`config.mk`:
```
export PLATFORM = sky130hd
export DESIGN_NAME = ils_ctrl
export DESIGN_NICKNAME = d
export VERILOG_FILES = /design/src/hw/rtl/ils_pkg.sv /design/src/hw/rtl/ils_ctrl.sv
export SDC_FILE = /design/constraint.sdc
export NUM_CORES = 1
export LEC_CHECK = 0
export ABC_AREA = 1
export BUFFER_PORTS_ARGS = -buffer_cell sky130_fd_sc_hd__buf_2
export CORE_AREA = 3 3 40 42
export DETAILED_ROUTE_END_ITERATION = 10
export DIE_AREA = 0 0 43 45
export GPL_ROUTABILITY_DRIVEN = 0
export PLACE_DENSITY = 0.35
export SYNTH_ARGS = -nofsm -noshare
export SYNTH_HDL_FRONTEND = slang
export SYNTH_SLANG_ARGS = --single-unit
```
`constraint.sdc`:
```
create_clock -name clk_i -period 1.2 [get_ports clk_i]
set_clock_uncertainty 0.1 [all_clocks]
set_input_delay 0.18 -clock clk_i [delete_from_list [all_inputs] [get_ports clk_i]]
set_output_delay 0.18 -clock clk_i [all_outputs]
set_load 0.01 [all_outputs]
```
`src/hw/rtl/ils_pkg.sv`:
```
// ----------------------------------------------------------------------------
// ils_pkg
// Shared types and constants for the indexed list store.
// ----------------------------------------------------------------------------
package ils_pkg;

  localparam int unsigned ListDepthDef = 1024;
  localparam int unsigned WordWidthDef = 32;
  localparam int unsigned ActionW      = 3;
  localparam int unsigned PosW         = 16;
  localparam int unsigned ValueW       = 32;
  localparam int unsigned CountOutW    = 11;

  typedef enum logic [ActionW-1:0] {
    ACT_READ   = 3'd0,
    ACT_FRONT  = 3'd1,
    ACT_APPEND = 3'd2,
    ACT_INSERT = 3'd3,
    ACT_DELETE = 3'd4
  } action_e;

  typedef enum logic [2:0] {
    ST_IDLE,
    ST_READ,
    ST_SHIFT_UP,
    ST_SHIFT_DN,
    ST_WRITE,
    ST_DONE
  } state_e;

  // Controller to datapath.
  typedef struct packed {
    logic load;      // capture request and decode
    logic rd_issue;  // issue memory read at the walk pointer, or one below it for an insert
    logic mv_up;     // write read data one slot up, step pointer down
    logic mv_dn;     // write read data one slot down, step pointer up
    logic wr_new;    // write the new word at the insert position
    logic finish;    // update count and publish result
  } cmd_t;

  // Datapath to controller.
  typedef struct packed {
    logic is_read;
    logic is_insert;
    logic is_delete;
    logic walk_done;
  } sts_t;

endpackage

```
`src/hw/rtl/ils_ctrl.sv`:
```
// ----------------------------------------------------------------------------
// ils_ctrl
// Sequencer for read, shift and write steps of the list store.
// ----------------------------------------------------------------------------
module ils_ctrl (
  input  logic          clk_i,
  input  logic          rst_ni,
  input  logic          start,
  output logic          busy,
  output logic          done_o,
  input  ils_pkg::sts_t sts_i,
  output ils_pkg::cmd_t cmd_o
);

  ils_pkg::state_e state_q, state_d;

  always_ff @(posedge clk_i or negedge rst_ni) begin
    if (!rst_ni) begin
      state_q <= ils_pkg::ST_IDLE;
    end else begin
      state_q <= state_d;
    end
  end

  always_comb begin
    state_d = state_q;
    cmd_o   = '0;
    busy    = 1'b1;
    done_o  = 1'b0;
    case (state_q)
      ils_pkg::ST_IDLE: begin
        busy = 1'b0;
        if (start) begin
          cmd_o.load = 1'b1;
          state_d    = ils_pkg::ST_READ;
        end
      end
      ils_pkg::ST_READ: begin
        if (sts_i.is_read) begin
          cmd_o.rd_issue = 1'b1;
          state_d        = ils_pkg::ST_DONE;
        end else if (sts_i.is_insert) begin
          if (sts_i.walk_done) begin
            state_d = ils_pkg::ST_WRITE;
          end else begin
            cmd_o.rd_issue = 1'b1;
            state_d        = ils_pkg::ST_SHIFT_UP;
          end
        end else if (sts_i.is_delete) begin
          if (sts_i.walk_done) begin
            state_d = ils_pkg::ST_DONE;
          end else begin
            cmd_o.rd_issue = 1'b1;
            state_d        = ils_pkg::ST_SHIFT_DN;
          end
        end else begin
          state_d = ils_pkg::ST_DONE;
        end
      end
      ils_pkg::ST_SHIFT_UP: begin
        cmd_o.mv_up = 1'b1;
        state_d     = ils_pkg::ST_READ;
      end
      ils_pkg::ST_SHIFT_DN: begin
        cmd_o.mv_dn = 1'b1;
        state_d     = ils_pkg::ST_READ;
      end
      ils_pkg::ST_WRITE: begin
        cmd_o.wr_new = 1'b1;
        state_d      = ils_pkg::ST_DONE;
      end
      ils_pkg::ST_DONE: begin
        cmd_o.finish = 1'b1;
        done_o       = 1'b1;
        state_d      = ils_pkg::ST_IDLE;
      end
      default: state_d = ils_pkg::ST_IDLE;
    endcase
  end

endmodule

```
### Yosys cells after proc, flatten, opt, wreduce, memory -nomap -nowiden

Index checks and enable logic that the tools add are counted.

* register bits: 3
* latch bits: 0
* bits in writable memories: 0
* bits in read-only memories: 0
* input bits: 7
* memories: 0

* add/sub/neg operators: 0
* $mul: 0
* divide/modulo/power cells: 0
* $lt $le $gt $ge: 0
* equal/unequal tests: 6
* shifts and indexed selects: 0
* mux-type cells: 19
* bitwise gates (word level): 0
* reductions and logical operators: 2

Operator list (number)
* $mux W3: 6
* $mux W1: 12
* $pmux W3 S4: 1
* $eq A3 B2 Y1 const B: 2
* $eq A3 B3 Y1 const B: 2
* $eq A3 B1 Y1 const B: 1
* $logic_not A3 Y1: 1
* $ne A2 B2 Y1 const B: 1
* $reduce_or A2 Y1: 1

### Depth between registers and ports, before layout

* depth after elaboration: 5
* mapped depth: 5
* mapped depth without buffers: 5

### Least setup slack after synthesis

Ideal clock, no wire load.

* kind: register to output
* start point: register state_q[0]
* end point: output cmd_o[0] (netlist bit)
* arrival time: 0.968 ns
* data required time: 0.920 ns
* slack: -0.048 ns
* cell stages (with the launch flop): 4
* buffers on the path: 1
* cells stage by stage: dfrtp_1 -> inv_1 -> nor3_1 -> buf_4

* longest elaborated chain between the ends: 2

RTL lines
* start: declaration: RTL line ils_ctrl.sv:15 `ils_pkg::state_e state_q, state_d;`
* start signal: assignment: RTL line ils_ctrl.sv:19 `state_q <= ils_pkg::ST_IDLE;`
* start signal: assignment: RTL line ils_ctrl.sv:21 `state_q <= state_d;`
* $eq A3 B3 Y1
* $mux W1
* end: declaration: RTL line ils_ctrl.sv:12 `output ils_pkg::cmd_t cmd_o`

No other way between the ends.

==> results.yml <==
outcome:
  status: "finished with violations"
  violations: "setup timing"
finish:
  instances_no_fill: 74
  largest_register: "state_q"
  nets: 67
  drive_gt1_share_pct: 54.24
  syn_to_final_growth_pct: 83.04
  final_area_um2: 391.6
  largest_reg_flops: 3
  top_regs: "state_q: 3 flops"
  n_antenna_cell: 0
worst_setup_path:
  r2r_start: "state_q[1]$_DFFE_PN0P_"
  critPathKind: "reg2out"
  arrival_ps: 1080
  required_ps: 920
  timing.rr.end: "state_q[0]$_DFFE_PN0P_"
  slowest_delay_ps: 440
  path_cells: "inv_2 -> nand3_2 -> a21oi_1 -> buf_2"
  cp_slowest_cell: "dfrtp_2"
  rrSetupSlack_ps: 120
  r2r_cells: 5
  crit_path_max_fanout: 4
  startpoint_type: "register"
  cp-end-kind: "output port"
worst_hold_path:
  hp-start: "start"
  holdPathStages: 3
  holdCritPathClass: "in2reg"
  hold_end: "state_q[0]$_DFFE_PN0P_"
grt:
  grt.total_usage_pct: 6.683
  grt_first_pass_wirelength_um: 910
  grt_max_degree: 5
  antenna_found_initial: 0
  overflow: 0
  grt_pass1_vias: 234
synth:
  ys_ff_latch: 3
  synth_nets: 43
  syn_area_per_cell_um2: 5.943
  ys_seq_area_share_pct: 35.09
  yosys_warnings: 0
  syn-cell-area_um2: 214.0
  syn_inst: 36
  synth.distinct_cells: 11
timing:
  final_max_slew_viol_count: 0
  fmax_mhz: 737.7
  fin_crit_ps: 1356
  worst_slew_pin_slew_ps: 141.0
  relSlewSlack_pct: 90.55
  finalCritPeriodShare_pct: 113.0
  fin_hold_ws_ps: 126.1
  rsz0062_at_grt: "true"
  hold_viol_final: 0
  fin_ws_ps: -155.5
  finalSetupTns_ps: -829.1
  setup_viol: 8
floorplan:
  core_um2: 1285
  rows: 13
  start_util_pct: 16.65
  io_pins: 15
  dieArea_um2: 1935
  die_w_um: 43
  die_h_um: 45
place:
  post-place-ws_ps: 35.31
  hpwl_um: 443.6
  io_buffers: 14
  numPlacedInstances: 64
  placed_cell_area_um2: 300.3
route:
  routed_wl_um: 547
  wl_per_cell_um: 7.392
  ant_nets: 0
  dr_total_vias: 271
  drc: 0
  initialDrtViolationCount: 4
  viasPerCell: 3.662
  drt_first_pass_iters: 2
pwr:
  p_seq_share_pct: 22.6
  powerDensity_nw_per_um2: 2179
  cellLeakagePower_nw: 0.2473
  sw_frac_of_total_pct: 41.44
  clkPwrFrac_pct: 20.2
  p_comb_share_pct: 57.2
  peakVddDrop_v: 0.0008487
  p_sw_uw: 353.7
  internal-power_uw: 499.9
clocking:
  cts_buffers: 3
  clk_pin_slew_ps: 40
  cts_root_buf: "clkbuf_4"
  h-tree-depth: 1
  insertion_delay_ps: 230
  cts_sinks: 3
  cts.path.max_buffers: 2
  cts_tree: "done"
job:
  maxCapViolCount: 0
-- power groups by stage --
stage               logic [mW]  registers, mW  clock network (mW)
floorplan                0.274          0.171                   0
global placement         0.389          0.178                   0
detailed placement       0.382          0.178                   0
CTS                      0.432          0.179               0.186
global route             0.546          0.203               0.197
finish                   0.488          0.193               0.172
-- synth_stat cells, drive strengths merged --
| cell type | count | area, um2 |
|---|---|---|
| a21oi | 2 | 10.01 |
| buf | 1 | 7.510 |
| dfrtp | 3 | 75.07 |
| inv | 10 | 37.53 |
| nand2 | 9 | 36.29 |
| nand3 | 2 | 10.01 |
| nor2 | 8 | 32.54 |
| nor3 | 1 | 5.000 |
-- worst max path at each step --
stage,slack [ps],endpoint,start
CTS,-170,cmd_o[4],state_q[1]$_DFFE_PN0P_
global placement,6,cmd_o[4],state_q[2]$_DFFE_PN0P_
floorplan,70,cmd_o[0],state_q[0]$_DFFE_PN0P_
detailed placement,40,cmd_o[4],state_q[2]$_DFFE_PN0P_
global route,-240,cmd_o[4],state_q[1]$_DFFE_PN0P_
finish,-160,cmd_o[4],state_q[1]$_DFFE_PN0P_
-- timing repair --
item,in CTS,in global routing
setup endpoints to repair,8,8
hold buffers,1,0
pin swaps,2,2
buffers inserted,1,4
resized for setup,4,3
endpoints found under the hold margin,3,0
-- critical path: cells and delay by family (launching register included) --
kind	cells	cell delay [ps]
AND/OR/NAND/NOR	1	70
flip-flops	1	440
AO/OA/AOI/OAI	1	110
buffers and inverters	2	220
-- area by class of cell --
| type | count | area [um2] |
|---|---|---|
| Multi-Input combinational cell | 22 | 113.9 |
| Fill cell | 153 | 893.4 |
| Timing Repair Buffer | 20 | 117.6 |
| Inverter | 10 | 37.54 |
| Sequential cell | 3 | 77.57 |
| Tap cell | 15 | 18.77 |
| Clock buffer | 4 | 26.28 |
-- stage by stage --
| step | utilization, % | total power [mW] |
|---|---|---|
| after floorplan | - | 0.4457 |
| after global placement | 23.37 | 0.5676 |
| after detailed placement | 23.37 | 0.5601 |
| after CTS | 27.56 | 0.7966 |
| after global routing | 30.48 | 0.9454 |
| final | 30.48 | 0.8535 |
-- logic make-up (layout without fill, tap and decap cells) --
| family | after synthesis | in the layout | share of synthesized area, % |
|---|---|---|---|
| simple gates | 20 | 20 | 39.19 |
| flops | 3 | 3 | 35.09 |
| buf+inv | 11 | 34 | 21.05 |
| compound gates | 2 | 2 | 4.679 |
-- metal layers --
metal	up-vias	part of all wire, %	wire (um)	GRT usage [%]
li1	149	-	-	-
met1	115	44	241	6.569
met2	7	50	271	10.48
met3	0	6.2	34	3.586
met4	0	0	0	5.422
met5	-	0	0	0
-- layout by cell type, fill, tap and decap left out --
cell type and n:
a21oi_1 2, buf_2 14, buf_4 5, clkbuf_1 1, clkbuf_4 3, dfrtp_1 1, dfrtp_2 2, dlygate4sd3_1 1
inv_1 8, inv_2 2, nand2_1 7, nand2_2 2, nand3_1 1, nand3_2 1, nor2_1 6, nor2_2 1
nor2_4 1, nor3_2 1
Note: power is estimated with default switching activity, not from simulation.
